File: src/hdl/deqs_pkg.sv
`timescale 1ns / 1ps
// ----------------------------------------------------------------------------
// deqs_pkg
// Shared types, codes and widths of the double-ended queue with search.
// ----------------------------------------------------------------------------
package deqs_pkg;

	localparam int DEPTH_DEF     = 16;
	localparam int WORD_BITS_DEF = 32;

	localparam int FUNC_W = 3;
	localparam int VAL_W  = 32;
	localparam int STAT_W = 2;
	localparam int POS_W  = 4;
	localparam int CNT_W  = 5;

	typedef enum logic [FUNC_W-1:0] {
		FN_PUSH_FRONT = 3'd0,
		FN_PUSH_BACK  = 3'd1,
		FN_POP_FRONT  = 3'd2,
		FN_POP_BACK   = 3'd3,
		FN_SEARCH     = 3'd4
	} func_t;

	typedef enum logic [STAT_W-1:0] {
		STAT_DONE  = 2'd0,
		STAT_EMPTY = 2'd1,
		STAT_FULL  = 2'd2
	} status_t;

	typedef enum logic [2:0] {
		S_IDLE,
		S_EXEC,
		S_POP,
		S_SCAN,
		S_RESP
	} state_t;

	typedef struct packed {
		logic wr;
		logic rd;
	} ring_req_t;

endpackage

File: src/hdl/deqs_req_if.sv
`timescale 1ns / 1ps
// ----------------------------------------------------------------------------
// deqs_req_if
// Request channel: operation code and operand value.
// ----------------------------------------------------------------------------
interface deqs_req_if;
	logic                                valid;
	logic                                ready;
	logic [deqs_pkg::FUNC_W-1:0]         func;
	logic signed [deqs_pkg::VAL_W-1:0]   item_value;

	modport source (output valid, func, item_value, input ready);
	modport sink (input valid, func, item_value, output ready);
endinterface

File: src/hdl/deqs_rsp_if.sv
`timescale 1ns / 1ps
// ----------------------------------------------------------------------------
// deqs_rsp_if
// Response channel: status, popped value, search result and entry count.
// ----------------------------------------------------------------------------
interface deqs_rsp_if;
	logic                                valid;
	logic                                ready;
	logic [deqs_pkg::STAT_W-1:0]         status;
	logic signed [deqs_pkg::VAL_W-1:0]   removed_value;
	logic                                found;
	logic [deqs_pkg::POS_W-1:0]          match_position;
	logic [deqs_pkg::CNT_W-1:0]          entry_count;

	modport source (output valid, status, removed_value, found, match_position,
		entry_count, input ready);
	modport sink (input valid, status, removed_value, found, match_position,
		entry_count, output ready);
endinterface

File: src/hdl/double_ended_queue_with_search.sv
`timescale 1ns / 1ps
// ----------------------------------------------------------------------------
// double_ended_queue_with_search
// Bounded double-ended queue of signed words with a front-first search.
// ----------------------------------------------------------------------------
// Usage:
//   req carries one request beat: func (push front, push back, pop front,
//   pop back, search) and item_value. rsp returns exactly one beat per
//   request with status, removed_value, found, match_position, entry_count.
//   The block takes one request at a time; req.ready is high only while
//   the sequencer is idle.
//   Pushes, unused codes and requests on an empty store go through the
//   execute and response steps; pops add a read step between them, and a
//   search scans the entries (one store read and one compare per cycle,
//   front first, stopping at the first match).
//   A full response register sits on rsp; a stalled receiver holds the
//   beat there while the next request is worked on, and that one waits
//   in its last step until the register frees.
//   Reset empties the queue at once (front index and count cleared);
//   the slots are not cleared and are never read before being written.
// ----------------------------------------------------------------------------
module double_ended_queue_with_search #(
	parameter int DEPTH     = deqs_pkg::DEPTH_DEF,
	parameter int WORD_BITS = deqs_pkg::WORD_BITS_DEF
) (
	input  logic          clk,
	input  logic          arst_n,
	deqs_req_if.sink      req,
	deqs_rsp_if.source    rsp
);
	import deqs_pkg::*;

	localparam int AW = (DEPTH > 1) ? $clog2(DEPTH) : 1;
	localparam int CW = $clog2(DEPTH + 1);

	state_t               state_q, state_d;
	logic [FUNC_W-1:0]    func_q;
	logic [WORD_BITS-1:0] key_q;
	logic [AW-1:0]        front_q, front_d;
	logic [CW-1:0]        count_q, count_d;
	logic [CW-1:0]        pos_q, pos_d;
	logic                 inflight_s1, inflight_d;
	logic [AW-1:0]        pos_s1, pos_s1_d;

	status_t              res_status_q, res_status_d;
	logic [VAL_W-1:0]     res_removed_q, res_removed_d;
	logic                 res_found_q, res_found_d;
	logic [AW-1:0]        res_pos_q, res_pos_d;

	logic                 out_valid_q;
	logic [STAT_W-1:0]    out_status_q;
	logic [VAL_W-1:0]     out_removed_q;
	logic                 out_found_q;
	logic [POS_W-1:0]     out_pos_q;
	logic [CNT_W-1:0]     out_count_q;

	ring_req_t                   ring_req;
	logic [AW-1:0]               ring_offset;
	logic [AW-1:0]               ring_addr;
	logic [WORD_BITS-1:0]        ring_rdata;
	logic signed [WORD_BITS-1:0] rdata_signed;
	logic                        accept;
	logic                        out_free;
	logic                        out_load;
	logic                        full;
	logic                        empty;
	logic                        hit;

	deqs_ring #(
		.DEPTH     (DEPTH),
		.WORD_BITS (WORD_BITS)
	) u_ring (
		.clk    (clk),
		.req    (ring_req),
		.front  (front_q),
		.offset (ring_offset),
		.wdata  (key_q),
		.addr   (ring_addr),
		.rdata  (ring_rdata)
	);

	assign accept       = req.valid && req.ready;
	assign req.ready    = (state_q == S_IDLE);
	assign out_free     = !out_valid_q || rsp.ready;
	assign full         = (count_q == CW'(DEPTH));
	assign empty        = (count_q == '0);
	assign rdata_signed = $signed(ring_rdata);
	assign hit          = inflight_s1 && (ring_rdata == key_q);

	always_ff @(posedge clk or negedge arst_n) begin
		if (!arst_n) begin
			state_q <= S_IDLE;
		end else begin
			state_q <= state_d;
		end
	end

	always_comb begin
		state_d       = state_q;
		front_d       = front_q;
		count_d       = count_q;
		pos_d         = pos_q;
		inflight_d    = 1'b0;
		pos_s1_d      = pos_s1;
		res_status_d  = res_status_q;
		res_removed_d = res_removed_q;
		res_found_d   = res_found_q;
		res_pos_d     = res_pos_q;
		ring_req      = '0;
		ring_offset   = '0;
		out_load      = 1'b0;

		unique case (state_q)
			S_IDLE: begin
				if (accept) begin
					state_d       = S_EXEC;
					res_status_d  = STAT_DONE;
					res_removed_d = '0;
					res_found_d   = 1'b0;
					res_pos_d     = '0;
					pos_d         = '0;
				end
			end
			S_EXEC: begin
				unique case (func_q)
					FN_PUSH_FRONT: begin
						state_d = S_RESP;
						if (full) begin
							res_status_d = STAT_FULL;
						end else begin
							ring_offset = AW'(DEPTH - 1);
							ring_req.wr = 1'b1;
							front_d     = ring_addr;
							count_d     = count_q + 1'b1;
						end
					end
					FN_PUSH_BACK: begin
						state_d = S_RESP;
						if (full) begin
							res_status_d = STAT_FULL;
						end else begin
							ring_offset = AW'(count_q);
							ring_req.wr = 1'b1;
							count_d     = count_q + 1'b1;
						end
					end
					FN_POP_FRONT, FN_POP_BACK: begin
						if (empty) begin
							res_status_d = STAT_EMPTY;
							state_d      = S_RESP;
						end else begin
							ring_offset = (func_q == FN_POP_BACK) ?
								AW'(count_q - 1'b1) : '0;
							ring_req.rd = 1'b1;
							state_d     = S_POP;
						end
					end
					FN_SEARCH: begin
						if (empty) begin
							res_status_d = STAT_EMPTY;
							state_d      = S_RESP;
						end else begin
							state_d = S_SCAN;
						end
					end
					default: begin
						state_d = S_RESP;
					end
				endcase
			end
			S_POP: begin
				res_removed_d = VAL_W'(rdata_signed);
				count_d       = count_q - 1'b1;
				if (func_q == FN_POP_FRONT) begin
					ring_offset = AW'(1);
					front_d     = ring_addr;
				end
				state_d = S_RESP;
			end
			S_SCAN: begin
				priority if (hit) begin
					res_found_d = 1'b1;
					res_pos_d   = pos_s1;
					state_d     = S_RESP;
				end else if (pos_q < count_q) begin
					ring_offset = AW'(pos_q);
					ring_req.rd = 1'b1;
					inflight_d  = 1'b1;
					pos_s1_d    = AW'(pos_q);
					pos_d       = pos_q + 1'b1;
				end else if (!inflight_s1) begin
					state_d = S_RESP;
				end else begin
					// last read still in flight
				end
			end
			S_RESP: begin
				if (out_free) begin
					out_load = 1'b1;
					state_d  = S_IDLE;
				end
			end
			default: begin
				state_d = S_IDLE;
			end
		endcase
	end

	always_ff @(posedge clk or negedge arst_n) begin
		if (!arst_n) begin
			front_q     <= '0;
			count_q     <= '0;
			pos_q       <= '0;
			inflight_s1 <= 1'b0;
			out_valid_q <= 1'b0;
		end else begin
			front_q     <= front_d;
			count_q     <= count_d;
			pos_q       <= pos_d;
			inflight_s1 <= inflight_d;
			if (out_load) begin
				out_valid_q <= 1'b1;
			end else if (rsp.ready) begin
				out_valid_q <= 1'b0;
			end
		end
	end

	always_ff @(posedge clk) begin
		if (accept) begin
			func_q <= req.func;
			key_q  <= WORD_BITS'($unsigned(req.item_value));
		end
		pos_s1        <= pos_s1_d;
		res_status_q  <= res_status_d;
		res_removed_q <= res_removed_d;
		res_found_q   <= res_found_d;
		res_pos_q     <= res_pos_d;
		if (out_load) begin
			out_status_q  <= res_status_q;
			out_removed_q <= res_removed_q;
			out_found_q   <= res_found_q;
			out_pos_q     <= POS_W'(res_pos_q);
			out_count_q   <= CNT_W'(count_q);
		end
	end

	assign rsp.valid          = out_valid_q;
	assign rsp.status         = out_status_q;
	assign rsp.removed_value  = $signed(out_removed_q);
	assign rsp.found          = out_found_q;
	assign rsp.match_position = out_pos_q;
	assign rsp.entry_count    = out_count_q;

`ifndef SYNTHESIS
	a_count_bound: assert property (@(posedge clk) disable iff (!arst_n)
		count_q <= CW'(DEPTH))
		else $error("entry count above depth");

	a_scan_bound: assert property (@(posedge clk) disable iff (!arst_n)
		state_q == S_SCAN |-> pos_q <= count_q)
		else $error("scan position past live entries");

	a_write_exec: assert property (@(posedge clk) disable iff (!arst_n)
		ring_req.wr |-> state_q == S_EXEC && !ring_req.rd)
		else $error("store write outside execute step");

	a_empty_count: assert property (@(posedge clk) disable iff (!arst_n)
		rsp.valid && rsp.status == STAT_EMPTY |-> rsp.entry_count == '0)
		else $error("empty status with nonzero count");
`endif

endmodule

File: src/hdl/deqs_ring.sv
`timescale 1ns / 1ps
// ----------------------------------------------------------------------------
// deqs_ring
// Circular word store with one shared wrap adder for slot addressing.
// ----------------------------------------------------------------------------
module deqs_ring #(
	parameter int DEPTH     = deqs_pkg::DEPTH_DEF,
	parameter int WORD_BITS = deqs_pkg::WORD_BITS_DEF,
	localparam int AW       = (DEPTH > 1) ? $clog2(DEPTH) : 1
) (
	input  logic                  clk,
	input  deqs_pkg::ring_req_t   req,
	input  logic [AW-1:0]         front,
	input  logic [AW-1:0]         offset,
	input  logic [WORD_BITS-1:0]  wdata,
	output logic [AW-1:0]         addr,
	output logic [WORD_BITS-1:0]  rdata
);
	import deqs_pkg::*;

	logic [WORD_BITS-1:0] mem [DEPTH];
	logic [AW:0]          sum;
	logic [WORD_BITS-1:0] rdata_q;

	// front + offset, folded once into the ring
	always_comb begin
		sum = {1'b0, front} + {1'b0, offset};
		if (sum >= (AW+1)'(DEPTH)) begin
			addr = AW'(sum - (AW+1)'(DEPTH));
		end else begin
			addr = sum[AW-1:0];
		end
	end

	always_ff @(posedge clk) begin
		if (req.wr) begin
			mem[addr] <= wdata;
		end
		if (req.rd) begin
			rdata_q <= mem[addr];
		end
	end

	assign rdata = rdata_q;

endmodule

File: src/flat_wrapper.sv
// flat-port wrapper written by rule: the top's interface ports become plain ports
module double_ended_queue_with_search_flat import deqs_pkg::*;
#(
	parameter int DEPTH     = deqs_pkg::DEPTH_DEF,
	parameter int WORD_BITS = deqs_pkg::WORD_BITS_DEF
)
  (clk, arst_n, req_valid, req_func, req_item_value, req_ready, rsp_valid, rsp_status, rsp_removed_value, rsp_found, rsp_match_position, rsp_entry_count, rsp_ready);
  deqs_req_if req_i ();
  deqs_rsp_if rsp_i ();
  input  logic clk;
  input  logic arst_n;
  input wire logic [$bits(req_i.valid)-1:0] req_valid;
  input wire logic [$bits(req_i.func)-1:0] req_func;
  input wire logic [$bits(req_i.item_value)-1:0] req_item_value;
  output wire logic [$bits(req_i.ready)-1:0] req_ready;
  output wire logic [$bits(rsp_i.valid)-1:0] rsp_valid;
  output wire logic [$bits(rsp_i.status)-1:0] rsp_status;
  output wire logic [$bits(rsp_i.removed_value)-1:0] rsp_removed_value;
  output wire logic [$bits(rsp_i.found)-1:0] rsp_found;
  output wire logic [$bits(rsp_i.match_position)-1:0] rsp_match_position;
  output wire logic [$bits(rsp_i.entry_count)-1:0] rsp_entry_count;
  input wire logic [$bits(rsp_i.ready)-1:0] rsp_ready;
  assign req_i.valid = req_valid;
  assign req_i.func = req_func;
  assign req_i.item_value = req_item_value;
  assign req_ready = req_i.ready;
  assign rsp_valid = rsp_i.valid;
  assign rsp_status = rsp_i.status;
  assign rsp_removed_value = rsp_i.removed_value;
  assign rsp_found = rsp_i.found;
  assign rsp_match_position = rsp_i.match_position;
  assign rsp_entry_count = rsp_i.entry_count;
  assign rsp_i.ready = rsp_ready;
  double_ended_queue_with_search #(.DEPTH(DEPTH), .WORD_BITS(WORD_BITS)) u_core (.clk(clk), .arst_n(arst_n), .req(req_i), .rsp(rsp_i));
endmodule
File: config.mk
export PLATFORM = sky130hd
export DESIGN_NAME = double_ended_queue_with_search_flat
export DESIGN_NICKNAME = d
export VERILOG_FILES = /design/src/hdl/deqs_pkg.sv /design/src/hdl/deqs_req_if.sv /design/src/hdl/deqs_rsp_if.sv /design/src/hdl/double_ended_queue_with_search.sv /design/src/hdl/deqs_ring.sv /design/src/flat_wrapper.sv
export SDC_FILE = /design/constraint.sdc
export NUM_CORES = 1
export LEC_CHECK = 0
export BUFFER_PORTS_ARGS = -buffer_cell sky130_fd_sc_hd__buf_2
export CAP_MARGIN = 20
export CORE_MARGIN = 1
export CORE_UTILIZATION = 45
export DETAILED_ROUTE_END_ITERATION = 12
export SETUP_SLACK_MARGIN = 0.2
export SYNTH_ARGS = -nofsm -noshare
export SYNTH_HDL_FRONTEND = slang
export SYNTH_HIERARCHICAL = 1
export SYNTH_SLANG_ARGS = --single-unit
File: constraint.sdc
create_clock -name clk -period 6.4 [get_ports clk]
set_input_delay 0 -clock clk [delete_from_list [all_inputs] [get_ports clk]]
set_output_delay 0 -clock clk [all_outputs]
set_load 0.02 [all_outputs]
==> results.py <==
metrics = {
    "setup_path": {
        "end_kind": "flop",
        "crit_slowest_cell": "fa_4",
        "worstPathArrival_ps": 5860,
        "required_ps": 6720,
        "crit_chain": "xor2_1, nor4_1, nand4_1, or3_1, and3_4, o2bb2ai_1, ha_4, inv_1, fa_4, buf_12, mux4_2, and2_1, a2111oi_0, buf_4, a31oi_1",
        "path_class": "reg2reg",
        "slowest_delay_ps": 850,
        "start_kind": "flop",
        "cp_max_fo": 35,
    },
    "finish": {
        "nFillCells": 4488,
        "nets": 1580,
        "drive_gt1_share_pct": 29.1,
        "area_delta_synth_final_pct": 17.0,
        "fin_area_mm2": 0.0309,
    },
    "global_route": {
        "grt_use_total_pct": 21.8,
        "grt_pass1_wl_mm": 93.2,
        "grt_pass1_vias": 13900,
        "grt-ovfl-total": 0,
        "grt_max_degree": 52,
        "antenna_found_initial": 1,
    },
    "yosys": {
        "synth_largest_area_cell": "edfxtp_1",
        "synth-seq-cells": 685,
        "synthSimpleGateAreaFrac_pct": 3.68,
        "yosysSeqAreaShare_pct": 77.5,
        "yosysMostFrequentCell": "edfxtp_1",
        "synth.avg_cell_area_um2": 19.9,
        "yosys.area_share.adder_pct": 0.597,
        "syn_inst": 1325,
        "ys_warn_count": 6,
        "synth-xor-area-share_pct": 1.29,
        "synth-compound-area-share_pct": 3.65,
        "synth_commonest_cells": "666 x edfxtp_1, 100 x mux4_2, 66 x mux2_2",
        "yosysTopAreaCellShare_pct": 75.7,
        "ys.flop_type": "edfxtp_1",
        "synth_area_mm2": 0.0264,
        "netlist_top_cells_area": "edfxtp_1 76%, mux4_2 8.5%, mux2_2 2.8%",
        "async_flop_share_pct": 2.77,
        "synth.distinct_cells": 56,
        "synth_top_family_by_area": "multiplexers",
        "synthMuxAreaShare_pct": 11.7,
        "syn-num-nets": 1376,
        "synth_edf_count": 666,
    },
    "clock_network": {
        "cts_root_buf": "clkbuf_16",
        "cts_sinks": 685,
        "cts_inserted_buffers": 72,
        "cts_hold_buf": 39,
        "clk_pin_slew_worst_paths_ps": 60,
        "h-tree-depth": 3,
        "cts_resized": 0,
        "cts_buffer_depth": 3,
        "cts_tree": "yes",
        "cts_setup_buffers": 0,
        "clock_latency_ps": 610,
    },
    "sta": {
        "worst_pin_slew_ps": 736,
        "rsz0062_at_grt": "no",
        "fin_crit_sh_pct": 86.5,
        "whs_ps": 88.7,
        "finalSetupTns_ps": 0,
        "final_max_slew_viol_count": 0,
        "timing.final.ws_setup_ps": 863,
        "final-setup-viol-count": 0,
        "period_needed_ps": 5540,
        "hold_viol_final": 0,
        "finalClockSkew_ps": 25.5,
        "relSlewSlack_pct": 50.9,
        "fmax_ghz": 0.181,
    },
    "route": {
        "drc_errors": 0,
        "routedWlPerCell_um": 27.0,
        "routed_wl_mm": 63.4,
        "drt_iter0_markers": 1222,
        "vias": 13500,
        "dr.pass1.iters": 7,
        "ant_nets": 0,
        "viasPerCell": 5.76,
    },
    "place": {
        "dpl.hpwl_mm": 36.4,
        "io_buffers": 84,
        "placed_area_mm2": 0.0283,
        "place_congestion": 0.786,
        "pre_cts_ws_ps": 885,
    },
    "floorplanning": {
        "core_mm2": 0.0578,
        "fp-row-count": 88,
        "dieHeight_um": 244,
        "start_util_pct": 45.7,
        "die_w_um": 244,
        "die-area_mm2": 0.0597,
        "ios": 85,
    },
    "run_status": {
        "outcome": "completed",
    },
    "power": {
        "finalPower_mw": 13.0,
        "cellLeakagePower_nw": 10.3,
        "power.density_mw_per_mm2": 421,
        "ir_drop_mv": 0.260,
    },
    "worst_hold_path": {
        "hold_class": "in2reg",
    },
    "job": {
        "maxCapViolCount": 0,
    },
}
-- stage by stage --
stage               util [%]  cells
floorplan                  -   1325
global placement        48.9   2179
detailed placement      48.9   2179
CTS                     53.4   2345
global route            53.5   2347
finish                  53.5   2348
-- cell families (layout without fill, tap and decap cells) --
group | Yosys count | in the layout
flops | 685 | 685
other cells | 0 | 1
mux | 175 | 175
compound gates | 142 | 142
fa+ha+maj | 12 | 12
simple gates | 188 | 188
xor+xnor | 38 | 38
buf+inv | 85 | 342
-- flip-flops by register name, indices dropped and copies added (netlist names) --
name	cells
u_core/res_status_q	2
u_core/rsp.entry_count	5
u_core/count_q	5
u_core/rsp.found	1
u_core/rsp.status	2
u_core/res_removed_q	32
u_core/state_q	3
u_core/front_q	4
u_core/key_q	32
u_core/u_ring/mem	512
u_core/pos_q	5
u_core/func_q	3
u_core/inflight_s1	1
u_core/res_found_q	1
u_core/rsp.removed_value	32
u_core/res_pos_q	4
u_core/u_ring/rdata	32
u_core/rsp.valid	1
u_core/pos_s1	4
u_core/rsp.match_position	4
-- power by group --
part / leakage, nW / internal (mW) / switching (mW)
Sequential: 6.30 / 5.60 / 0.286
Clock: 1.09 / 2.27 / 1.67
Combinational: 2.92 / 1.32 / 1.88
Total: 10.3 / 9.19 / 3.83
-- area by class of cell --
class / instances / area, um^2 / area share (%)
clock inverter: 34 / 228 / 0.737
tap: 765 / 957 / 3.10
timing repair buffer: 199 / 1530 / 4.94
sequential: 685 / 20500 / 66.2
clock buffer: 93 / 1990 / 6.42
antenna: 1 / 2.50 / 0.00810
inverter: 16 / 61.3 / 0.198
multi-input combinational: 555 / 5670 / 18.4
-- path summary, 6_finish.rpt --
kind / to / slack, ps / from / depth (start not counted)
hold / removal: u_core/key_q[5] / 90 / req_item_value[5] / 2
setup / recovery: u_core/u_ring/rdata[0] / 860 / u_core/key_q[26] / 15
max in group asynchronous: u_core/pos_q[3] / 5570 / arst_n / 4
min in group asynchronous: u_core/count_q[3] / 410 / arst_n / 3
hold reg to reg: u_core/rsp.removed_value[17] / 420 / u_core/res_removed_q[17] / 0
setup reg to reg: u_core/u_ring/rdata[0] / 860 / u_core/key_q[26] / 15
-- routing by layer --
metal	part of all wire (%)	global-route usage, %	vias to the layer above
met5	0	0	-
met4	2.4	7.26	0
met3	6.5	3.92	90
met2	48	35.1	509
met1	43	30.2	7088
li1	-	-	5830
-- layout by cell type, fill, tap and decap left out, types with 13 or more instances in the layout --
| master | count |
|---|---|
| mux4_2 | 100 |
| buf_4 | 65 |
| dfrtp_1 | 19 |
| clkinv_2 | 15 |
| clkbuf_1 | 15 |
| and2_1 | 16 |
| o31ai_1 | 16 |
| o22ai_1 | 28 |
| a31oi_1 | 24 |
| a2111oi_0 | 17 |
| dlygate4sd3_1 | 39 |
| nand2_1 | 58 |
| nor3_2 | 16 |
| xor2_1 | 33 |
| buf_2 | 84 |
| o21ai_0 | 19 |
| and3_1 | 42 |
| clkbuf_16 | 76 |
| mux2_2 | 66 |
| clkinv_1 | 13 |
| edfxtp_1 | 666 |
-- worst max-delay path: cells and delay by family, from the launching register on --
kind / cells / cell delay, ps
AND/OR/NAND/NOR: 5 / 1830
adder cells (fa/ha/maj): 2 / 1030
flip-flops: 1 / 620
AO/OA/AOI/OAI: 3 / 620
buffers and inverters: 3 / 530
multiplexers: 1 / 310
XOR/XNOR: 1 / 280
Power figures use the tool's default switching activity.
